--- src/tlr_pkg.sv ---
// ----------------------------------------------------------------------------
// tlr_pkg
// Shared types and constants for the timed linear ramp block.
// ----------------------------------------------------------------------------
package tlr_pkg;

    localparam int FRAC_BITS = 8;
    localparam int DATA_W    = 16;
    localparam int RATE_W    = 24;
    // divide: |target| << FRAC_BITS over duration
    localparam int NUM_W     = DATA_W + FRAC_BITS;
    // product bits kept: enough for a 16-bit step after the fraction shift
    localparam int ACC_W     = DATA_W + FRAC_BITS;
    localparam int CNT_W     = $clog2(NUM_W + 1);
    localparam int QX_W      = NUM_W + RATE_W;

    localparam logic FUNC_START = 1'b0;
    localparam logic FUNC_TICK  = 1'b1;

    localparam logic signed [RATE_W-1:0] RATE_MAX = {1'b0, {(RATE_W-1){1'b1}}};
    localparam logic signed [RATE_W-1:0] RATE_MIN = {1'b1, {(RATE_W-1){1'b0}}};

    typedef struct packed {
        logic                     func;
        logic signed [DATA_W-1:0] target;
        logic [DATA_W-1:0]        duration_ms;
        logic [DATA_W-1:0]        now;
    } t_in_req;

    typedef struct packed {
        logic signed [DATA_W-1:0] step;
        logic                     running;
        logic                     error;
    } t_out_rsp;

    typedef enum logic {
        OP_DIV = 1'b0,
        OP_MUL = 1'b1
    } t_op;

    typedef enum logic [1:0] {
        ST_IDLE,
        ST_DIV,
        ST_MUL,
        ST_OUT
    } t_state;

    typedef struct packed {
        logic start;
        t_op  op;
    } t_unit_cmd;

    typedef struct packed {
        logic busy;
        logic done;
    } t_unit_sts;

endpackage

--- src/tlr_unit.sv ---
// ----------------------------------------------------------------------------
// tlr_unit
// Shared serial arithmetic unit: one adder runs either a restoring divide
// (one quotient bit per cycle) or a shift-add multiply (one bit per cycle).
// ----------------------------------------------------------------------------
module tlr_unit (
    input  logic                              i_clk,
    input  logic                              i_rst_n,
    input  tlr_pkg::t_unit_cmd                i_cmd,
    input  logic [tlr_pkg::NUM_W-1:0]         i_dividend,
    input  logic [tlr_pkg::DATA_W-1:0]        i_divisor,
    input  logic [tlr_pkg::DATA_W-1:0]        i_mplier,
    input  logic signed [tlr_pkg::RATE_W-1:0] i_mcand,
    output tlr_pkg::t_unit_sts                o_sts,
    output logic [tlr_pkg::NUM_W-1:0]         o_quot,
    output logic [tlr_pkg::ACC_W-1:0]         o_prod
);
    import tlr_pkg::*;

    logic             r_busy;
    logic             r_done;
    t_op              r_op;
    logic [CNT_W-1:0] r_cnt;
    logic [DATA_W:0]  r_rem;
    logic [NUM_W-1:0] r_quo;
    logic [ACC_W-1:0] r_acc;
    logic [ACC_W-1:0] r_mcand;
    logic [DATA_W-1:0] r_mpl;

    logic [DATA_W:0]  rem_sh;
    logic [ACC_W-1:0] add_a;
    logic [ACC_W-1:0] add_b;
    logic             add_cin;
    logic [ACC_W:0]   add_sum;
    logic             fits;

    always_comb begin
        rem_sh = {r_rem[DATA_W-1:0], r_quo[NUM_W-1]};
        unique case (r_op)
            OP_DIV: begin
                add_a   = ACC_W'(rem_sh);
                add_b   = ~ACC_W'(i_divisor);
                add_cin = 1'b1;
            end
            OP_MUL: begin
                add_a   = r_acc;
                add_b   = r_mpl[0] ? r_mcand : '0;
                add_cin = 1'b0;
            end
            default: begin
                add_a   = '0;
                add_b   = '0;
                add_cin = 1'b0;
            end
        endcase
        add_sum = {1'b0, add_a} + {1'b0, add_b} + (ACC_W+1)'(add_cin);
        // carry out of a - b means no borrow
        fits    = add_sum[ACC_W];
    end

    always_ff @(posedge i_clk) begin
        if (!i_rst_n) begin
            r_busy <= 1'b0;
            r_done <= 1'b0;
            r_cnt  <= '0;
            r_op   <= OP_DIV;
        end else begin
            r_done <= 1'b0;
            if (i_cmd.start) begin
                r_busy <= 1'b1;
                r_op   <= i_cmd.op;
                r_cnt  <= (i_cmd.op == OP_DIV) ? CNT_W'(NUM_W) : CNT_W'(DATA_W);
            end else if (r_busy) begin
                r_cnt <= r_cnt - CNT_W'(1);
                if (r_cnt == CNT_W'(1)) begin
                    r_busy <= 1'b0;
                    r_done <= 1'b1;
                end
            end
        end
    end

    always_ff @(posedge i_clk) begin
        if (i_cmd.start) begin
            r_rem   <= '0;
            r_quo   <= i_dividend;
            r_acc   <= '0;
            r_mcand <= ACC_W'(i_mcand);
            r_mpl   <= i_mplier;
        end else if (r_busy) begin
            if (r_op == OP_DIV) begin
                r_rem <= fits ? add_sum[DATA_W:0] : rem_sh;
                r_quo <= {r_quo[NUM_W-2:0], fits};
            end else begin
                r_acc   <= add_sum[ACC_W-1:0];
                r_mcand <= {r_mcand[ACC_W-2:0], 1'b0};
                r_mpl   <= {1'b0, r_mpl[DATA_W-1:1]};
            end
        end
    end

    assign o_sts.busy = r_busy;
    assign o_sts.done = r_done;
    assign o_quot     = r_quo;
    assign o_prod     = r_acc;

endmodule

--- src/timed_linear_ramp.sv ---
// ----------------------------------------------------------------------------
// timed_linear_ramp
// Timed linear ramp generator: start requests arm a ramp and compute its
// fixed-point rate, tick requests return the step due since the last update.
// ----------------------------------------------------------------------------
//  channel | direction | handshake               | payload
//  --------+-----------+-------------------------+-----------
//  in      | input     | i_in_valid / o_in_ready | t_in_req
//  out     | output    | o_out_valid/ i_out_ready| t_out_rsp
//
// One request at a time. A start runs NUM_W serial divide steps in the
// shared unit before the response shows; a tick that needs a step runs 16
// serial multiply steps. Rejected starts, idle ticks and final ticks
// respond on the next cycle. A stalled response holds the block until
// taken. Synchronous active-low reset clears the ramp state and returns
// to idle.
// ----------------------------------------------------------------------------
module timed_linear_ramp (
    input  logic              i_clk,
    input  logic              i_rst_n,
    input  logic              i_in_valid,
    output logic              o_in_ready,
    input  tlr_pkg::t_in_req  i_in_req,
    output logic              o_out_valid,
    input  logic              i_out_ready,
    output tlr_pkg::t_out_rsp o_out_rsp
);
    import tlr_pkg::*;

    localparam logic [QX_W-1:0] POS_LIM = QX_W'(RATE_MAX);
    localparam logic [QX_W-1:0] NEG_LIM = QX_W'(RATE_MAX) + QX_W'(1);

    t_state r_state, n_state;
    logic                     r_active;
    logic [DATA_W-1:0]        r_goal;
    logic [DATA_W-1:0]        r_pos;
    logic [DATA_W-1:0]        r_span;
    logic [DATA_W-1:0]        r_begin;
    logic [DATA_W-1:0]        r_last;
    logic signed [RATE_W-1:0] r_rate;
    t_in_req                  r_req;
    t_out_rsp                 r_rsp;

    logic              accept;
    logic              dur_zero;
    logic              ended;
    logic              go_div;
    logic              go_mul;
    logic [DATA_W-1:0] elapsed;
    logic [DATA_W-1:0] tgt_abs;
    logic [DATA_W-1:0] dt;

    t_unit_cmd         unit_cmd;
    t_unit_sts         unit_sts;
    logic [NUM_W-1:0]  unit_quot;
    logic [ACC_W-1:0]  unit_prod;
    logic [QX_W-1:0]   qx;
    logic signed [RATE_W-1:0] sat_rate;
    logic [DATA_W-1:0] mstep;

    // request decode
    always_comb begin
        accept   = i_in_valid && o_in_ready;
        dur_zero = (i_in_req.duration_ms == '0);
        elapsed  = i_in_req.now - r_begin;
        ended    = (elapsed >= r_span);
        dt       = i_in_req.now - r_last;
        tgt_abs  = i_in_req.target[DATA_W-1] ? (~i_in_req.target + DATA_W'(1))
                                             : i_in_req.target;
        go_div   = accept && (i_in_req.func == FUNC_START) && !dur_zero;
        go_mul   = accept && (i_in_req.func == FUNC_TICK) && r_active && !ended;
    end

    // next state
    always_comb begin
        n_state = r_state;
        unique case (r_state)
            ST_IDLE: begin
                if (go_div) begin
                    n_state = ST_DIV;
                end else if (go_mul) begin
                    n_state = ST_MUL;
                end else if (accept) begin
                    n_state = ST_OUT;
                end
            end
            ST_DIV, ST_MUL: begin
                if (unit_sts.done) begin
                    n_state = ST_OUT;
                end
            end
            ST_OUT: begin
                if (i_out_ready) begin
                    n_state = ST_IDLE;
                end
            end
            default: n_state = ST_IDLE;
        endcase
    end

    // state outputs
    always_comb begin
        o_in_ready     = (r_state == ST_IDLE);
        o_out_valid    = (r_state == ST_OUT);
        unit_cmd.start = go_div || go_mul;
        unit_cmd.op    = go_mul ? OP_MUL : OP_DIV;
    end

    tlr_unit u_unit (
        .i_clk      (i_clk),
        .i_rst_n    (i_rst_n),
        .i_cmd      (unit_cmd),
        .i_dividend (NUM_W'(tgt_abs) << FRAC_BITS),
        .i_divisor  (r_req.duration_ms),
        .i_mplier   (dt),
        .i_mcand    (r_rate),
        .o_sts      (unit_sts),
        .o_quot     (unit_quot),
        .o_prod     (unit_prod)
    );

    // sign and clamp the quotient magnitude
    always_comb begin
        qx = QX_W'(unit_quot);
        if (r_req.target[DATA_W-1]) begin
            sat_rate = (qx > NEG_LIM) ? RATE_MIN : RATE_W'(QX_W'(0) - qx);
        end else begin
            sat_rate = (qx > POS_LIM) ? RATE_MAX : RATE_W'(qx);
        end
        mstep = unit_prod[FRAC_BITS +: DATA_W];
    end

    always_ff @(posedge i_clk) begin
        if (!i_rst_n) begin
            r_state  <= ST_IDLE;
            r_active <= 1'b0;
            r_goal   <= '0;
            r_pos    <= '0;
            r_span   <= '0;
            r_begin  <= '0;
            r_last   <= '0;
            r_rate   <= '0;
        end else begin
            r_state <= n_state;
            if (go_div) begin
                r_active <= 1'b1;
                r_goal   <= r_active ? (r_goal - r_pos + i_in_req.target)
                                     : i_in_req.target;
                r_pos    <= '0;
                r_span   <= i_in_req.duration_ms;
                r_begin  <= i_in_req.now;
                r_last   <= i_in_req.now;
            end else if (accept && (i_in_req.func == FUNC_TICK) && r_active && ended) begin
                r_active <= 1'b0;
            end
            if ((r_state == ST_DIV) && unit_sts.done) begin
                r_rate <= sat_rate;
            end
            if ((r_state == ST_MUL) && unit_sts.done && (mstep != '0)) begin
                r_pos  <= r_pos + mstep;
                r_last <= r_req.now;
            end
        end
    end

    // request copy and response register
    always_ff @(posedge i_clk) begin
        if (accept) begin
            r_req <= i_in_req;
            if (i_in_req.func == FUNC_START) begin
                r_rsp.step    <= '0;
                r_rsp.running <= r_active;
                r_rsp.error   <= dur_zero;
            end else begin
                // final step returns the remaining distance
                r_rsp.step    <= (r_active && ended) ? (r_goal - r_pos) : '0;
                r_rsp.running <= 1'b0;
                r_rsp.error   <= 1'b0;
            end
        end else if ((r_state == ST_DIV) && unit_sts.done) begin
            r_rsp.step    <= '0;
            r_rsp.running <= 1'b1;
            r_rsp.error   <= 1'b0;
        end else if ((r_state == ST_MUL) && unit_sts.done) begin
            r_rsp.step    <= mstep;
            r_rsp.running <= 1'b1;
            r_rsp.error   <= 1'b0;
        end
    end

    assign o_out_rsp = r_rsp;

endmodule

--- config.mk ---
export PLATFORM = sky130hd
export DESIGN_NAME = timed_linear_ramp
export DESIGN_NICKNAME = d
export VERILOG_FILES = /design/src/tlr_pkg.sv /design/src/tlr_unit.sv /design/src/timed_linear_ramp.sv
export SDC_FILE = /design/constraint.sdc
export NUM_CORES = 1
export LEC_CHECK = 0
export ABC_AREA = 1
export BUFFER_PORTS_ARGS = -buffer_cell sky130_fd_sc_hd__clkbuf_2
export CORE_MARGIN = 2
export CORE_UTILIZATION = 50
export CTS_CLUSTER_DIAMETER = 60
export DETAILED_ROUTE_END_ITERATION = 8
export PLACE_DENSITY = 0.75
export SLEW_MARGIN = 0
export SYNTH_ARGS = -nofsm -noshare
export SYNTH_HDL_FRONTEND = slang
export SYNTH_SLANG_ARGS = --single-unit
--- constraint.sdc ---
create_clock -name i_clk -period 11.35 [get_ports i_clk]
set_clock_uncertainty 0.15 [all_clocks]
set_input_delay 2.8375 -clock i_clk [delete_from_list [all_inputs] [get_ports i_clk]]
set_output_delay 2.8375 -clock i_clk [all_outputs]
set_load 0.005 [all_outputs]
==> results of run 1 <==
==> cells by family (layout without fill, tap and decap cells) <==
kind of cell,Yosys count,after routing,share of synthesized area
adders and majority gates,129,129,0.0960
xor gates and xnor gates,87,87,0.0439
DFF,270,270,0.373
and+or+nand+nor,861,861,0.218
AOI/OAI and AO/OA,593,593,0.185
buffers and inverters,349,404,0.0833
==> synthesized netlist by cell type (5+ instances only) <==
cell type                  number  area, um2
sky130_fd_sc_hd__nand2_1      514       1930
sky130_fd_sc_hd__o31ai_1        7       52.6
sky130_fd_sc_hd__buf_4          8       60.1
sky130_fd_sc_hd__nor2_2         5       31.3
sky130_fd_sc_hd__fa_1           7        140
sky130_fd_sc_hd__o21ai_0      178        891
sky130_fd_sc_hd__a21o_1        15        113
sky130_fd_sc_hd__xor2_1        56        490
sky130_fd_sc_hd__buf_2         17       85.1
sky130_fd_sc_hd__xnor2_1       31        272
sky130_fd_sc_hd__inv_1        253        950
sky130_fd_sc_hd__inv_2          9       33.8
sky130_fd_sc_hd__ha_1         122       1530
sky130_fd_sc_hd__nand4_1       14       87.6
sky130_fd_sc_hd__clkbuf_1      45        169
sky130_fd_sc_hd__nor2_1       124        465
sky130_fd_sc_hd__buf_6          8       90.1
sky130_fd_sc_hd__nor3_1        13       65.1
sky130_fd_sc_hd__a21oi_1      253       1270
sky130_fd_sc_hd__o211ai_1       6       45.0
sky130_fd_sc_hd__a21oi_2       12        105
sky130_fd_sc_hd__dfxtp_1      163       3260
sky130_fd_sc_hd__a31oi_1       21        131
sky130_fd_sc_hd__edfxtp_1     107       3210
sky130_fd_sc_hd__nand3b_1       8       60.1
sky130_fd_sc_hd__o21bai_1       8       60.1
sky130_fd_sc_hd__o22ai_1       23        144
sky130_fd_sc_hd__nand3_2       12        120
sky130_fd_sc_hd__a211oi_1       8       60.1
sky130_fd_sc_hd__nand3_1      133        666
sky130_fd_sc_hd__o21ai_1       51        255
sky130_fd_sc_hd__nor4_1         8       50.1
==> power breakdown <==
part / switching, uW / internal, uW / leakage (uW) / total [uW]
Combinational: 1140 / 571 / 0.00532 / 1720
Sequential: 117 / 1210 / 0.00234 / 1320
Clock: 416 / 642 / 0.000529 / 1060
Total: 1680 / 2420 / 0.00818 / 4100
==> area by class of cell <==
cell class              count  area (um2)
inverters                 265        1000
well taps                 455         569
clock inverters            16         218
clock buffers              41         853
flip-flops and latches    270        6480
repair buffers             82         435
multi-input cells        1670        9440
fillers                  3300       15400
==> stage by stage <==
step	cells	hold slack (ps)	worst slack, ps	power (uW)
2_1_floorplan	2289	285	4380	2590
3_3_place_gp	2742	298	4130	2990
3_5_place_dp	2742	305	4020	3020
4_1_cts	2799	314	4620	4080
5_1_grt	2799	322	4180	4370
6_report	2799	314	4520	4100
==> worst max-delay path by stage <==
stage	from	end	slack (ps)	cells past startpoint
6_report	i_in_req[0]	u_unit.o_quot[12]$_DFFE_PP_	4520	20
3_5_place_dp	i_in_req[0]	u_unit.o_quot[12]$_DFFE_PP_	4020	20
5_1_grt	i_in_req[0]	u_unit.o_quot[21]$_DFFE_PP_	4180	20
4_1_cts	i_in_req[0]	u_unit.o_quot[9]$_DFFE_PP_	4620	20
3_3_place_gp	i_in_req[0]	u_unit.o_quot[12]$_DFFE_PP_	4130	20
2_1_floorplan	i_in_req[0]	u_unit.r_mcand[0]$_SDFFCE_PN0P_	4380	20
==> registers in the layout, summed over array words and instances (netlist names) <==
register,cells
o_out_rsp,18
r_active,1
r_begin,16
r_goal,16
r_last,16
r_pos,16
r_rate,24
r_req,33
r_span,16
r_state,2
u_unit.o_prod,24
u_unit.o_quot,24
u_unit.r_busy,1
u_unit.r_cnt,5
u_unit.r_done,1
u_unit.r_mcand,24
u_unit.r_mpl,16
u_unit.r_op,1
u_unit.r_rem,16
==> critical path: cells and delay by family <==
kind                     cells  cell delay [ps]
AO/OA/AOI/OAI                4              690
XOR/XNOR                     1               90
adder cells (fa/ha/maj)      3              940
buffers and inverters        4              980
AND/OR/NAND/NOR              8             1290
==> per-layer routing <==
layer  part of all wire  global-route usage  routed length (um)
met5                  0                   0                   0
met4              0.028              0.0772                1380
met3              0.066              0.0322                3290
met2               0.45               0.435               22500
met1               0.45               0.386               22500
==> results_dict.tcl, run 1 <==
set metrics [dict create \
    synth_cell_type_count 59 \
    cp_cell_sequence "clkbuf_2 > inv_1 > ha_1 > fa_1 > nand3b_1 > nand2_1 > a21oi_1 > o21ai_1 > a21boi_0 > o21ai_1 > xor2_1 > ha_1 > nand3_2 > nor3_2 > nand3_1 > nand4_2 > nand2_2 > inv_2 > buf_4 > nand2_4" \
    post_synth_edffs 107 \
    vdd_drop_max_mv 0.126 \
    postPlaceCellArea_mm2 0.0179 \
    critPathLaunchType "primary input" \
    grt_start_max_net_pins 95 \
    synth_async_sr_flop_share 0 \
    finalCoreUtilization 0.552 \
    holdCritPathClass "flip-flop to flip-flop" \
    placeableCoreArea_mm2 0.0344 \
    ys.warnings.count 0 \
    cts-buffers-inserted 31 \
    finalCritPeriodShare 0.601 \
    final-hold-violation-count 0 \
    cp_data_required_time_ps 11410 \
    postSynthCellCount 2289 \
    cts_setup_buffers 0 \
    drv_slew 0 \
    drt-total-wl_mm 49.7 \
    cpMaxStageDelayCell "sky130_fd_sc_hd__buf_4" \
    num_antenna_cells 0 \
    synth_seq_cells 270 \
    drt_first_pass_iters 6 \
    final_nets 2502 \
    effective_utilization_at_floorplan 0.505 \
    clkTransAtPathRegs_ps 60 \
    stdcell_area_mm2 0.0190 \
    cts_root_buf "sky130_fd_sc_hd__clkbuf_16" \
    crit_path_max_incr_delay_ps 730 \
    final_period_minus_worst_setup_slack_ps 6830 \
    io_pins 73 \
    drive_above_1_share 0.0845 \
    setup_total_negative_slack_ps 0 \
    maxSlewHeadroom 0.220 \
    cap_violations 0 \
    critical_path.reg2reg.startpoint "r_begin[0]$_SDFFE_PN0P_" \
    ff2ff_path_depth 18 \
    rsz_0062_raised_after_global_routing "no" \
    globalRouteOverflowTotal 0 \
    later_pin_clock_latency_in_the_skew_report_ps 570 \
    setup_viol 0 \
    outcome "finished, final reports clean" \
    cts_tree "yes" \
    die_area_mm2 0.0362 \
    place.detailed.hpwl_mm 36.7 \
    final_cell_mix "sky130_fd_sc_hd__nand2_1 (514), sky130_fd_sc_hd__inv_1 (253), sky130_fd_sc_hd__a21oi_1 (253), sky130_fd_sc_hd__o21ai_0 (178), sky130_fd_sc_hd__dfxtp_1 (163)" \
    globalRouteTotalUtil 0.271 \
    ys_dominant_reg_cell "sky130_fd_sc_hd__dfxtp_1" \
    drt_drc_violations_left 0 \
    num_vias 15819 \
    port_buffers 72 \
    cts_max_path_buffers 3 \
    antenna_nets_post_route 0 \
    syn_to_final_growth_pct 9.41 \
    whs_path_depth 2 \
    gp_congestion 0.966 \
    die_h_um 190 \
    number_of_clock_sinks_seen_by_cts 270 \
    grt_pass1_vias 14661 \
    holdPathEnd "r_begin[3]$_SDFFE_PN0P_" \
    timing.critical_path.arrival_ps 6880 \
    core.rowCount 68 \
    endpoint_of_the_most_critical_register_to_register_path "u_unit.o_quot[12]$_DFFE_PP_" \
    mostFrequentLayoutCell "sky130_fd_sc_hd__nand2_1" \
    ctsResizeCount 0 \
    synthesis.nets 2471 \
    routedWlPerCell_um 17.7 \
    tightest_slew_ps 1170 \
    timing.critical_path.fanout_max 94 \
    avgViaCountPerCell 5.65 \
    pwr_density_cell_mw_per_mm2 216 \
    global_route_wire_length_before_repair_mm 78.8 \
    synth.cell_area_mm2 0.0174 \
    antenna_violations_before_repair 0 \
    fp.dieW_um 190 \
    cts_max_level 1 \
    fmaxAchievable_mhz 146 \
    synth-seq-area-share 0.373 \
    drt_iter0_markers 1637 \
    cp-end-kind "flip-flop" \
    cts_hold_repair.buffers 0 \
    critical_path_class "primary input to flip-flop" \
    static-leakage-power_uw 0.00818 \
    synthesis.area_per_instance_um2 7.58 \
    hold_path_startpoint "r_begin[3]$_SDFFE_PN0P_" \
    setup.reg_to_reg.worst_slack_ps 6670 \
]
(Power assumes the default switching activity.)
==> run 2, diff against run 1 <==
--- a/config.mk
+++ b/config.mk
@@ -11,7 +11,7 @@
 export CORE_UTILIZATION = 50
 export CTS_CLUSTER_DIAMETER = 60
 export DETAILED_ROUTE_END_ITERATION = 8
-export PLACE_DENSITY = 0.75
+export PLACE_DENSITY = 0.77
 export SLEW_MARGIN = 0
 export SYNTH_ARGS = -nofsm -noshare
 export SYNTH_HDL_FRONTEND = slang
==> constraint.sdc (replaced) <==
create_clock -name i_clk -period 5.5 [get_ports i_clk]
set_clock_uncertainty 0.15 [all_clocks]
set_input_delay 1.375 -clock i_clk [delete_from_list [all_inputs] [get_ports i_clk]]
set_output_delay 1.375 -clock i_clk [all_outputs]
set_load 0.005 [all_outputs]
==> run 2 against run 1 <==
First-iteration DRC count is 11% lower. Critical endpoint is now u_unit.r_mcand[20]$_DFFE_PP_. Cell area is 0.76% higher. Routed wire length is 1.1% higher. Count of clock-buffer cells in the layout is 7 higher.
==> results_dict.tcl, run 2 (synthesis results as in run 1) <==
set metrics [dict create \
    vdd_drop_max_mv 0.293 \
    cap_violations 0 \
    global_route_wire_length_before_repair_mm 79.5 \
    critPathLaunchType "primary input" \
    drt_drc_violations_left 0 \
    finalCoreUtilization 0.557 \
    endpoint_of_the_most_critical_register_to_register_path "u_unit.r_rem[12]$_SDFFE_PP0P_" \
    avgViaCountPerCell 5.65 \
    later_pin_clock_latency_in_the_skew_report_ps 550 \
    number_of_buffers_and_inverters_on_the_critical_path 5 \
    core.rowCount 68 \
    clkTransAtPathRegs_ps 60 \
    tightest_slew_ps 972 \
    setup_total_negative_slack_ps 0 \
    globalRouteTotalUtil 0.278 \
    cts_setup_buffers 0 \
    cts_root_buf "sky130_fd_sc_hd__clkbuf_16" \
    holdPathEnd "r_span[3]$_SDFFE_PN0P_" \
    critical_path.reg2reg.startpoint "u_unit.r_mpl[0]$_DFFE_PP_" \
    holdCritPathClass "flip-flop to flip-flop" \
    critical_path_class "primary input to flip-flop" \
    drt_first_pass_iters 6 \
    cts_max_path_buffers 3 \
    largest_register_ffs 33 \
    antenna_violations_before_repair 0 \
    routedWlPerCell_um 17.9 \
    crit_family "adder cells" \
    grt_start_max_net_pins 71 \
    mostFrequentLayoutCell "sky130_fd_sc_hd__nand2_1" \
    grt_pass1_vias 14982 \
    drive_above_1_share 0.0891 \
    cpMaxStageDelayCell "sky130_fd_sc_hd__fa_1" \
    die_h_um 190 \
    whs_path_depth 2 \
    rsz_0062_raised_after_global_routing "no" \
    cts_tree "yes" \
    maxSlewHeadroom 0.351 \
    die_area_mm2 0.0362 \
    crit_path_max_incr_delay_ps 430 \
    num_vias 15875 \
    fp.dieW_um 190 \
    final_period_minus_worst_setup_slack_ps 4810 \
    hold_path_startpoint "r_span[3]$_SDFFE_PN0P_" \
    setup_viol 0 \
    cp_cell_sequence "clkbuf_2 > inv_1 > ha_1 > fa_1 > nand3b_1 > nand2_1 > a21oi_1 > o21ai_1 > a21boi_0 > o21ai_1 > xor2_1 > ha_1 > nand3_2 > inv_1 > a21oi_2 > nand4_2 > nand2_2 > inv_2 > nand2_2 > buf_12" \
    cts_hold_repair.buffers 0 \
    pwr_density_cell_mw_per_mm2 448 \
    globalRouteOverflowTotal 0 \
    num_antenna_cells 0 \
    drt-total-wl_mm 50.2 \
    finalCritPeriodShare 0.875 \
    effective_utilization_at_floorplan 0.505 \
    cp_data_required_time_ps 5570 \
    final-hold-violation-count 0 \
    drt_iter0_markers 1456 \
    cts-buffers-inserted 34 \
    ctsResizeCount 0 \
    fillers 3279 \
    antenna_nets_post_route 0 \
    fmaxAchievable_mhz 208 \
    gp_congestion 0.971 \
    placeableCoreArea_mm2 0.0344 \
    place.detailed.hpwl_mm 37.6 \
    regMostFlops "r_req" \
    cp-end-kind "flip-flop" \
    final_cell_mix "sky130_fd_sc_hd__nand2_1 (513), sky130_fd_sc_hd__inv_1 (253), sky130_fd_sc_hd__a21oi_1 (253), sky130_fd_sc_hd__o21ai_0 (178), sky130_fd_sc_hd__dfxtp_1 (163)" \
    ff2ff_path_depth 15 \
    static-leakage-power_uw 0.00825 \
    outcome "finished, final reports clean" \
    number_of_clock_sinks_seen_by_cts 270 \
    syn_to_final_growth_pct 10.2 \
    setup.reg_to_reg.worst_slack_ps 1380 \
    cts_max_level 2 \
    drv_slew 0 \
    timing.critical_path.arrival_ps 4880 \
    final_nets 2513 \
    port_buffers 72 \
    timing.critical_path.fanout_max 40 \
    io_pins 73 \
]
[run 2: changes by cell type in the layout (fill, tap and decap cells not counted), moves of 2 or more]
cell,change
sky130_fd_sc_hd__buf_4,+6
sky130_fd_sc_hd__clkbuf_16,+5
sky130_fd_sc_hd__clkbuf_1,+3
sky130_fd_sc_hd__buf_12,+2
sky130_fd_sc_hd__bufinv_16,-2
sky130_fd_sc_hd__clkinv_1,-2
[run 2: tightest hold or removal path, delay by kind of cell (launching register included)]
| kind | cells | cell delay (ps) |
|---|---|---|
| compound gates | 1 | 60 |
| buf+inv | 1 | 60 |
| flops | 1 | 300 |
[run 2: layout make-up]
class                      count  area (um2)  area share
inverter                     265        1000      0.0523
tap                          455         569      0.0298
clock buffer                  48         976      0.0510
timing repair buffer          90         520      0.0272
multi-input combinational   1670        9440       0.493
clock inverter                13         151     0.00791
sequential                   270        6480       0.338
[run 2: per-layer routing]
layer	global-route usage	up-vias	routed length, um
li1	-	7820	-
met1	0.382	7415	22100
met2	0.443	534	22700
met3	0.0453	106	3800
met4	0.0987	0	1600
met5	0	-	0
[run 2: how the worst max path moves through the flow]
stage | from | to | slack, ps | cells past startpoint
floorplan | i_in_req[0] | u_unit.r_mcand[0]$_SDFFCE_PN0P_ | 380 | 20
global placement | i_in_req[0] | u_unit.r_mpl[12]$_DFFE_PP_ | 300 | 20
detailed placement | i_in_req[0] | u_unit.r_mpl[12]$_DFFE_PP_ | 140 | 20
CTS | i_in_req[0] | u_unit.r_mcand[20]$_DFFE_PP_ | 700 | 20
global route | i_in_req[0] | u_unit.o_prod[5]$_SDFFE_PP0P_ | 300 | 21
finish | i_in_req[0] | u_unit.r_mcand[20]$_DFFE_PP_ | 690 | 20
[run 2: power by group]
part | total, uW | leakage, uW | switching (uW) | internal (uW)
Sequential | 2720 | 0.00234 | 232 | 2490
Clock | 2270 | 0.000555 | 891 | 1380
Combinational | 3570 | 0.00536 | 2370 | 1200
[run 2: through the flow]
step	instance area (um2)	instances	setup WS (ps)	total power, uW	hold WS (ps)
global placement	18000	2750	302	6200	298
detailed placement	18000	2750	139	6260	306
CTS	19100	2811	696	8540	315
floorplan	17400	2289	377	5340	285
finish	19100	2811	689	8560	315
global route	19100	2811	304	9130	329
